===== src/rtl/hms_cdt_pkg.sv =====
// shared types and constants of the hours/minutes/seconds countdown timer
// no dependencies; used by the top level and its checker
package hms_cdt_pkg;

  localparam int unsigned KeyW     = 4;
  localparam int unsigned HourW    = 5;
  localparam int unsigned MinW     = 6;
  localparam int unsigned SecW     = 6;
  localparam int unsigned TotalW   = 17;
  localparam int unsigned InDataW  = 8;
  localparam int unsigned OutDataW = 40;

  localparam logic [HourW-1:0]  HourMax     = HourW'(23);
  localparam logic [MinW-1:0]   MinMax      = MinW'(59);
  localparam logic [SecW-1:0]   SecMax      = SecW'(59);
  localparam logic [TotalW-1:0] SecsPerHour = TotalW'(3600);
  localparam logic [TotalW-1:0] SecsPerMin  = TotalW'(60);

  // output tdata layout, lowest bit first
  localparam int unsigned AlarmLsb = 0;
  localparam int unsigned HourLsb  = 1;
  localparam int unsigned MinLsb   = HourLsb + HourW;
  localparam int unsigned SecLsb   = MinLsb + MinW;
  localparam int unsigned TotalLsb = SecLsb + SecW;
  localparam int unsigned PadLsb   = TotalLsb + TotalW;

  typedef enum logic {
    KIND_TICK = 1'b0,
    KIND_KEY  = 1'b1
  } kind_e;

  typedef enum logic [KeyW-1:0] {
    KEY_NONE   = 4'd0,
    KEY_START  = 4'd1,
    KEY_DELETE = 4'd2,
    KEY_INC_H  = 4'd3,
    KEY_INC_M  = 4'd4,
    KEY_INC_S  = 4'd5,
    KEY_DEC_H  = 4'd6,
    KEY_DEC_M  = 4'd7,
    KEY_DEC_S  = 4'd8
  } key_code_e;

  // total in seconds of a time value
  function automatic logic [TotalW-1:0] to_seconds(input logic [HourW-1:0] h,
                                                    input logic [MinW-1:0]  m,
                                                    input logic [SecW-1:0]  s);
    return TotalW'(TotalW'(h) * SecsPerHour) + TotalW'(TotalW'(m) * SecsPerMin)
           + TotalW'(s);
  endfunction

endpackage


===== src/rtl/hms_countdown_timer_with_key_setting.sv =====
// top level of the hours/minutes/seconds countdown timer with key setting
// depends on hms_cdt_pkg
//
// The timer holds hours (0-23), minutes and seconds. A tick transfer (tuser 0)
// counts down one second, borrowing from minutes and then hours; a tick that
// finds the value at zero while armed disarms the timer and flags alarm on that
// result only. A key transfer (tuser 1) is ignored when its code equals the last
// accepted key; otherwise the code is recorded, the timer arms, and the key
// clears all (delete), or steps hours, minutes or seconds up or down with
// wraparound; other codes only record and arm. Every input transfer gives
// exactly one result carrying alarm, the three fields and the total in seconds.
// One item is accepted per clock cycle; it passes the input register and then the
// result register, and the sustained rate follows only the downstream tready.
module hms_countdown_timer_with_key_setting
  import hms_cdt_pkg::*;
(
  input  logic                clk_i,
  input  logic                rst_ni,
  input  logic                s_axis_tvalid,
  output logic                s_axis_tready,
  input  logic                s_axis_tuser,   // kind
  input  logic [InDataW-1:0]  s_axis_tdata,   // key_code[3:0], zero pad
  output logic                m_axis_tvalid,
  input  logic                m_axis_tready,
  output logic [OutDataW-1:0] m_axis_tdata    // alarm, hours, minutes, seconds,
                                              // total_seconds, zero pad
);

  // pipeline control
  logic in_valid_q, in_valid_d;
  logic out_valid_q, out_valid_d;
  logic advance;   // result register free or being drained
  logic in_load;   // input transfer this cycle
  logic step;      // stage-one item moves into the result register

  // input register payload
  logic            kind_q;
  logic [KeyW-1:0] key_q;

  // timer state, which doubles as the result payload
  logic [HourW-1:0]  hour_q, hour_d;
  logic [MinW-1:0]   min_q, min_d;
  logic [SecW-1:0]   sec_q, sec_d;
  logic              armed_q, armed_d;
  logic [KeyW-1:0]   prev_key_q, prev_key_d;
  logic              alarm_q, alarm_d;
  logic [TotalW-1:0] total_q, total_d;

  assign advance       = !out_valid_q || m_axis_tready;
  assign s_axis_tready = !in_valid_q || advance;
  assign in_load       = s_axis_tvalid && s_axis_tready;
  assign step          = in_valid_q && advance;

  always_comb begin
    in_valid_d = in_valid_q;
    if (in_load) begin
      in_valid_d = 1'b1;
    end else if (advance) begin
      in_valid_d = 1'b0;
    end
    out_valid_d = advance ? in_valid_q : out_valid_q;
  end

  always_ff @(posedge clk_i or negedge rst_ni) begin
    if (!rst_ni) begin
      in_valid_q  <= 1'b0;
      out_valid_q <= 1'b0;
    end else begin
      in_valid_q  <= in_valid_d;
      out_valid_q <= out_valid_d;
    end
  end

  always_ff @(posedge clk_i) begin
    if (in_load) begin
      kind_q <= s_axis_tuser;
      key_q  <= s_axis_tdata[KeyW-1:0];
    end
  end

  // one step of the timer: countdown on tick, setting on a new key
  always_comb begin
    hour_d     = hour_q;
    min_d      = min_q;
    sec_d      = sec_q;
    armed_d    = armed_q;
    prev_key_d = prev_key_q;
    alarm_d    = 1'b0;

    if (kind_q == KIND_TICK) begin
      priority if (sec_q != '0) begin
        sec_d = sec_q - SecW'(1);
      end else if (min_q != '0) begin
        min_d = min_q - MinW'(1);
        sec_d = SecMax;
      end else if (hour_q != '0) begin
        hour_d = hour_q - HourW'(1);
        min_d  = MinMax;
        sec_d  = SecMax;
      end else if (armed_q) begin
        // armed and already at zero
        armed_d = 1'b0;
        alarm_d = 1'b1;
      end else begin
        // at zero and not armed: nothing changes
      end
    end else if (key_q != prev_key_q) begin
      prev_key_d = key_q;
      armed_d    = 1'b1;
      unique case (key_q)
        KEY_DELETE: begin
          hour_d = '0;
          min_d  = '0;
          sec_d  = '0;
        end
        KEY_INC_H: hour_d = (hour_q >= HourMax) ? '0 : hour_q + HourW'(1);
        KEY_INC_M: min_d  = (min_q >= MinMax)   ? '0 : min_q + MinW'(1);
        KEY_INC_S: sec_d  = (sec_q >= SecMax)   ? '0 : sec_q + SecW'(1);
        KEY_DEC_H: hour_d = (hour_q == '0) ? HourMax : hour_q - HourW'(1);
        KEY_DEC_M: min_d  = (min_q == '0)  ? MinMax  : min_q - MinW'(1);
        KEY_DEC_S: sec_d  = (sec_q == '0)  ? SecMax  : sec_q - SecW'(1);
        default: begin
          // none, start and unassigned codes only record and arm
        end
      endcase
    end

    total_d = to_seconds(hour_d, min_d, sec_d);
  end

  always_ff @(posedge clk_i or negedge rst_ni) begin
    if (!rst_ni) begin
      hour_q     <= '0;
      min_q      <= '0;
      sec_q      <= '0;
      armed_q    <= 1'b0;
      prev_key_q <= KEY_NONE;
    end else if (step) begin
      hour_q     <= hour_d;
      min_q      <= min_d;
      sec_q      <= sec_d;
      armed_q    <= armed_d;
      prev_key_q <= prev_key_d;
    end
  end

  always_ff @(posedge clk_i) begin
    if (step) begin
      alarm_q <= alarm_d;
      total_q <= total_d;
    end
  end

  // result transfer
  assign m_axis_tvalid = out_valid_q;
  assign m_axis_tdata  = {(OutDataW-PadLsb)'(0), total_q, sec_q, min_q, hour_q, alarm_q};

endmodule


===== config.mk =====
export PLATFORM = sky130hd
export DESIGN_NAME = hms_countdown_timer_with_key_setting
export DESIGN_NICKNAME = d
export VERILOG_FILES = /design/src/rtl/hms_cdt_pkg.sv /design/src/rtl/hms_countdown_timer_with_key_setting.sv
export SDC_FILE = /design/constraint.sdc
export NUM_CORES = 1
export LEC_CHECK = 0
export ABC_AREA = 1
export BUFFER_PORTS_ARGS = -buffer_cell sky130_fd_sc_hd__buf_2
export CELL_PAD_IN_SITES_DETAIL_PLACEMENT = 1
export CELL_PAD_IN_SITES_GLOBAL_PLACEMENT = 1
export CORE_MARGIN = 2
export CORE_UTILIZATION = 44
export CTS_CLUSTER_SIZE = 30
export DETAILED_ROUTE_END_ITERATION = 16
export PLACE_DENSITY_LB_ADDON = 0.1
export RECOVER_POWER = 25
export SYNTH_ARGS = -nofsm -noshare
export SYNTH_HDL_FRONTEND = slang
export SYNTH_SLANG_ARGS = --single-unit

===== constraint.sdc =====
create_clock -name clk_i -period 6.1 [get_ports clk_i]
set_input_delay 0.305 -clock clk_i [delete_from_list [all_inputs] [get_ports clk_i]]
set_output_delay 0.305 -clock clk_i [all_outputs]
set_load 0.02 [all_outputs]

==> flow_metrics.tcl, run 1 <==
set metrics [dict create \
    rsz0062_at_grt "false" \
    avgSynthCellArea_um2 7.45 \
    maxSlewHeadroom_pct -2.09 \
    async_reset_ff_share_pct 51.1 \
    violations "capacitance limit, slew limit" \
    drc_errors 0 \
    grtUsageTotal_pct 24.0 \
    arrival_ns 5.71 \
    fin_crit_ns 5.65 \
    fmax_ghz 0.177 \
    final_cell_mix "nand2_1, inv_1, ha_1" \
    grt_pass1_vias 4953 \
    synth-xor-area-share_pct 5.02 \
    multiInputGateArea_mm2 0.00332 \
    skew_ns 0.00635 \
    cts_resized 0 \
    clock_sinks 47 \
    ys.flop_type "dfrtp_1" \
    required_ns 6.15 \
    synth.area.mux_share_pct 0 \
    gp_congestion 0.864 \
    status "finished with violations" \
    netlist_instances 679 \
    die_h_um 111 \
    finalHoldViolCount 0 \
    drtPass1Iterations 4 \
    cts_root_buf "clkbuf_16" \
    wl_per_cell_um 16.1 \
    cts_setup_buffers 0 \
    drtAntennaViolNets 0 \
    worstPathMaxFanout 6 \
    cts.htree.levels 2 \
    drive_above_1_share_pct 15.2 \
    synth.distinct_cells 46 \
    fin_setup_tns_ns 0 \
    coreArea_mm2 0.0113 \
    grt_start_max_net_pins 30 \
    drv_cap 1 \
    rows 39 \
    worstSkewPairLatency_ns 0.30 \
    vias_per_cell 5.39 \
    synth_edf_count 23 \
    num_antenna_cells 0 \
    cts_tree "built" \
    layout.nets 814 \
    first_iter_violations 185 \
    drt_wl_total_mm 14.1 \
    grt_pass1_wl_mm 24.1 \
    worstSetupPathType "flip-flop to flip-flop" \
    antenna_found_initial 0 \
    grt.overflow.total 0 \
    top_layer "met4" \
    num_io_pins 55 \
    fin_crit_sh_pct 92.7 \
    synth-seq-cells 47 \
    synth_top_family_by_area "simple AND/OR/NAND/NOR gates" \
    wl_met2_mm 6.81 \
    dr_wl_met3_um 444 \
    cts_buffers 5 \
    cp-end-kind "flip-flop" \
    seq_area_mm2 0.00129 \
    vias 4699 \
    cts.clk_slew.worst_paths_ns 0.07 \
    startpoint_type "flip-flop" \
    setup_viol 0 \
    synthSimpleGateAreaFrac_pct 29.8 \
    cts_buffer_depth 2 \
    area_growth_pct 11.4 \
    drv_slew 25 \
    yosysSeqAreaShare_pct 25.5 \
    die_area_mm2 0.0124 \
    final_common_cell "nand2_1" \
    syn-cell-area_mm2 0.00506 \
    fillers 1477 \
    start_util_pct 44.7 \
    die_w_um 111 \
    max_slew.worst_pin.slew_ns 1.53 \
    synth_compound_area_share_pct 10.2 \
    synthAdderAreaFrac_pct 20.0 \
    portBuffers 45 \
    place_hpwl_mm 11.1 \
    holdBufCountCts 0 \
    synth_warnings 0 \
    met1_length_mm 6.60 \
    hold_class "primary input to flip-flop" \
]
[synth_stat cells (all sizes together) (5+ instances only)]
cell type  count  share of area, %
a21oi         31               3.1
buf           13               2.1
clkbuf         5              0.37
dfrtp         24                12
edfxtp        23                14
fa            13               5.1
ha            60                15
inv           90               6.7
nand2        202                17
nand3         54               6.0
nand4         11               1.4
nor2          49               4.4
o211ai         6              0.89
o21ai         44               4.6
or2            5              0.67
xnor2          9               1.6
xor2          20               3.5
[registers in the layout (all words and copies together), names as in the netlist]
name           count
sec_q              6
armed_q            1
key_q              4
alarm_q            1
total_q           17
prev_key_q         4
kind_q             1
min_q              6
in_valid_q         1
hour_q             5
m_axis_tvalid      1
[worst max-delay path: stages, from the launching register on]
cell and delay (ns):
dfrtp_1 0.39, inv_1 0.17, ha_1 0.28, nand3_2 0.17, nor2_4 0.21, inv_2 0.08, nand2_1 0.10, nand2_1 0.06
o21ai_0 0.07, nand2_1 0.09, and2_2 0.23, fa_1 0.55, fa_1 0.45, ha_1 0.30, nand3_1 0.08, nand2_1 0.15
a21oi_1 0.09, o21ai_0 0.23, xnor2_1 0.15, inv_1 0.06, ha_1 0.27, ha_1 0.39, nand2_1 0.11, nand2_1 0.06
a31oi_1 0.22, nand2_1 0.14, a21oi_1 0.20, xor2_1 0.09
[final timing paths]
path                                      start           to  slack [ns]  cells past startpoint
worst max-delay path                   min_q[0]  total_q[12]        0.45                     27
worst min-delay path            s_axis_tdata[0]     key_q[0]        0.18                      1
worst max register to register         min_q[0]  total_q[12]        0.45                     27
worst min register to register          armed_q      armed_q        0.53                      2
max in group asynchronous                rst_ni     min_q[1]        4.84                      1
min in group asynchronous                rst_ni     sec_q[0]        0.36                      1
[through the flow]
stage | util [%] | std cells | hold slack (ns) | area, um2 | setup WS (ns)
global route | 49.8 | 872 | 0.174 | 5630 | 0.0294
detailed placement | 48.0 | 864 | 0.367 | 5440 | 0.358
finish | 49.8 | 872 | 0.179 | 5630 | 0.446
floorplan | - | 683 | 0.00941 | 5070 | 0.916
global placement | 48.0 | 864 | 0.363 | 5440 | 0.547
CTS | 49.7 | 872 | 0.0389 | 5620 | 0.319
[cell type report]
type	instances	area share, %
clock buffer	6	2.29
clock inverter	2	1.07
inverter	92	6.26
multi-input combinational	526	58.9
sequential	47	22.9
tap	143	3.18
timing repair buffer	56	5.35
[per-layer routing]
metal	global-route usage, %	vias up
met3	3.83	15
met1	31.1	2316
met5	0	-
li1	-	2297
met2	41.9	71
met4	5.68	0
[cells by family after synthesis]
logic type	after synthesis
buf+inv	110
flops	47
compound gates	92
simple gates	327
fa+ha+maj	73
other cells	1
xor+xnor	29
Power of run 1 is not shown: default switching activity piles up to over one toggle a cycle in this logic, so the estimate is an artifact.
==> inputs of run 2 (changes only) <==
--- a/config.mk
+++ b/config.mk
@@ -9,6 +9,7 @@
 export BUFFER_PORTS_ARGS = -buffer_cell sky130_fd_sc_hd__buf_2
 export CELL_PAD_IN_SITES_DETAIL_PLACEMENT = 1
 export CELL_PAD_IN_SITES_GLOBAL_PLACEMENT = 1
+export CORE_ASPECT_RATIO = 1.1
 export CORE_MARGIN = 2
 export CORE_UTILIZATION = 44
 export CTS_CLUSTER_SIZE = 30
==> run 2 against run 1 <==
  * The flow still finishes with violations (capacitance limit, slew limit)
  * Register-to-register slack improved by 0.03 ns
  * Clock-buffer cell count fell by 1
  * First-iteration DRC count fell by 14%
  * Hold slack improved by 0.0075 ns
  * Critical path type unchanged
  * Design area fell by 0.31%
  * Sequential share of layout area rose by 0.071 points
  * Die area barely moved
  * Clock skew barely moved
  * Wire length fell by 1.4%
  * Fmax rose by 0.61%
==> flow_metrics.tcl, run 2 (synthesis results as in run 1) <==
set metrics [dict create \
    maxSlewHeadroom_pct -1.89 \
    rows 41 \
    max_slew.worst_pin.slew_ns 1.53 \
    largest_reg_flops 17 \
    die_h_um 116 \
    fin_crit_sh_pct 92.1 \
    drv_cap 1 \
    drv_slew 25 \
    drc_errors 0 \
    violations "capacitance limit, slew limit" \
    crit_buf_inv 5 \
    start_util_pct 44.6 \
    cp-end-kind "flip-flop" \
    grt_pass1_vias 4932 \
    drtPass1Iterations 4 \
    skew_ns 0.00657 \
    grt_pass1_wl_mm 23.5 \
    setup_viol 0 \
    gp_congestion 0.845 \
    cts.clk_slew.worst_paths_ns 0.07 \
    cts.htree.levels 2 \
    hold_class "primary input to flip-flop" \
    holdBufCountCts 0 \
    final_cell_mix "nand2_1, inv_1, ha_1" \
    first_iter_violations 160 \
    cts_buffers 5 \
    cts_root_buf "clkbuf_16" \
    drtAntennaViolNets 0 \
    required_ns 6.14 \
    wl_per_cell_um 15.8 \
    r2r_end "total_q[15]" \
    die_area_mm2 0.0124 \
    cts_buffer_depth 2 \
    grt.overflow.total 0 \
    rsz0062_at_grt "false" \
    grtUsageTotal_pct 23.7 \
    critPathLaunch "sec_q[1]" \
    r2r_start "sec_q[1]" \
    startpoint_type "flip-flop" \
    portBuffers 45 \
    fin_setup_tns_ns 0 \
    drt_wl_total_mm 13.9 \
    die_w_um 106 \
    rrSetupSlack_ns 0.48 \
    largestRegisters "total_q: 17 flops, min_q: 6 flops, sec_q: 6 flops" \
    antenna_found_initial 0 \
    worstPathMaxFanout 12 \
    num_antenna_cells 0 \
    coreArea_mm2 0.0113 \
    worstSetupPathType "flip-flop to flip-flop" \
    layout.nets 812 \
    arrival_ns 5.66 \
    regMostFlops "total_q" \
    crit_end "total_q[15]" \
    drive_above_1_share_pct 15.0 \
    grt_start_max_net_pins 30 \
    worstSkewPairLatency_ns 0.30 \
    clock_sinks 47 \
    cts_tree "built" \
    critical_path_depth 31 \
    place_hpwl_mm 10.8 \
    area_growth_pct 11.1 \
    status "finished with violations" \
    cp_top_family "adder cells" \
    fin_crit_ns 5.62 \
    fmax_ghz 0.178 \
    final_common_cell "nand2_1" \
    min_from "s_axis_tdata[2]" \
    num_io_pins 55 \
    vias_per_cell 5.30 \
    max_stage_delay_ns 0.49 \
    slowest_stage "fa_1" \
    vias 4646 \
    cp_common_cell "ha_1" \
    reg2regPathDepth 31 \
    finalHoldViolCount 0 \
]
## run 2: cell count changes in the layout (fill, tap and decap cells not counted), sizes merged
cell / change
clkinv: +2
bufinv: -1
buf: -2
clkbuf: -1
## run 2: area by class of cell
class | instances | area (um2)
fill | 1460 | 5720
multi-input combinational | 526 | 3330
sequential | 47 | 1290
inverter | 92 | 353
timing repair buffer | 54 | 287
tap | 150 | 188
clock buffer | 5 | 125
clock inverter | 3 | 43.8
## run 2: timing repair
item	in CTS	in global routing
buffers inserted	0	1
resized for setup	0	6
endpoints found under the setup margin	0	5
endpoints found under the hold margin	0	0
## run 2: layer usage
layer / track usage (%) / up-vias / wire length, um
met5: 0 / - / 0
met4: 6.58 / 0 / 150
met3: 2.62 / 12 / 407
met2: 43.7 / 73 / 7010
met1: 29.5 / 2266 / 6310
li1: - / 2295 / -
## run 2: worst min path at each step
stage / end / slack, ns / cells past startpoint
2_1_floorplan: armed_q / 0.009 / 0
3_3_place_gp: sec_q[0] / 0.36 / 1
3_5_place_dp: sec_q[1] / 0.37 / 1
4_1_cts: sec_q[1] / 0.05 / 1
5_1_grt: key_q[2] / 0.18 / 1
6_report: key_q[2] / 0.19 / 1
## run 2: stage by stage
step,hold WS [ns],util (%),setup WS [ns],area (um2),std cells
finish,0.187,49.5,0.481,5620,877
floorplan,0.00941,-,0.916,5070,683
CTS,0.0466,49.3,0.251,5590,876
detailed placement,0.368,47.8,0.289,5420,868
global placement,0.357,47.8,0.452,5420,868
global route,0.178,49.5,0.00801,5620,877
Power of run 2 is left out for the same reason.
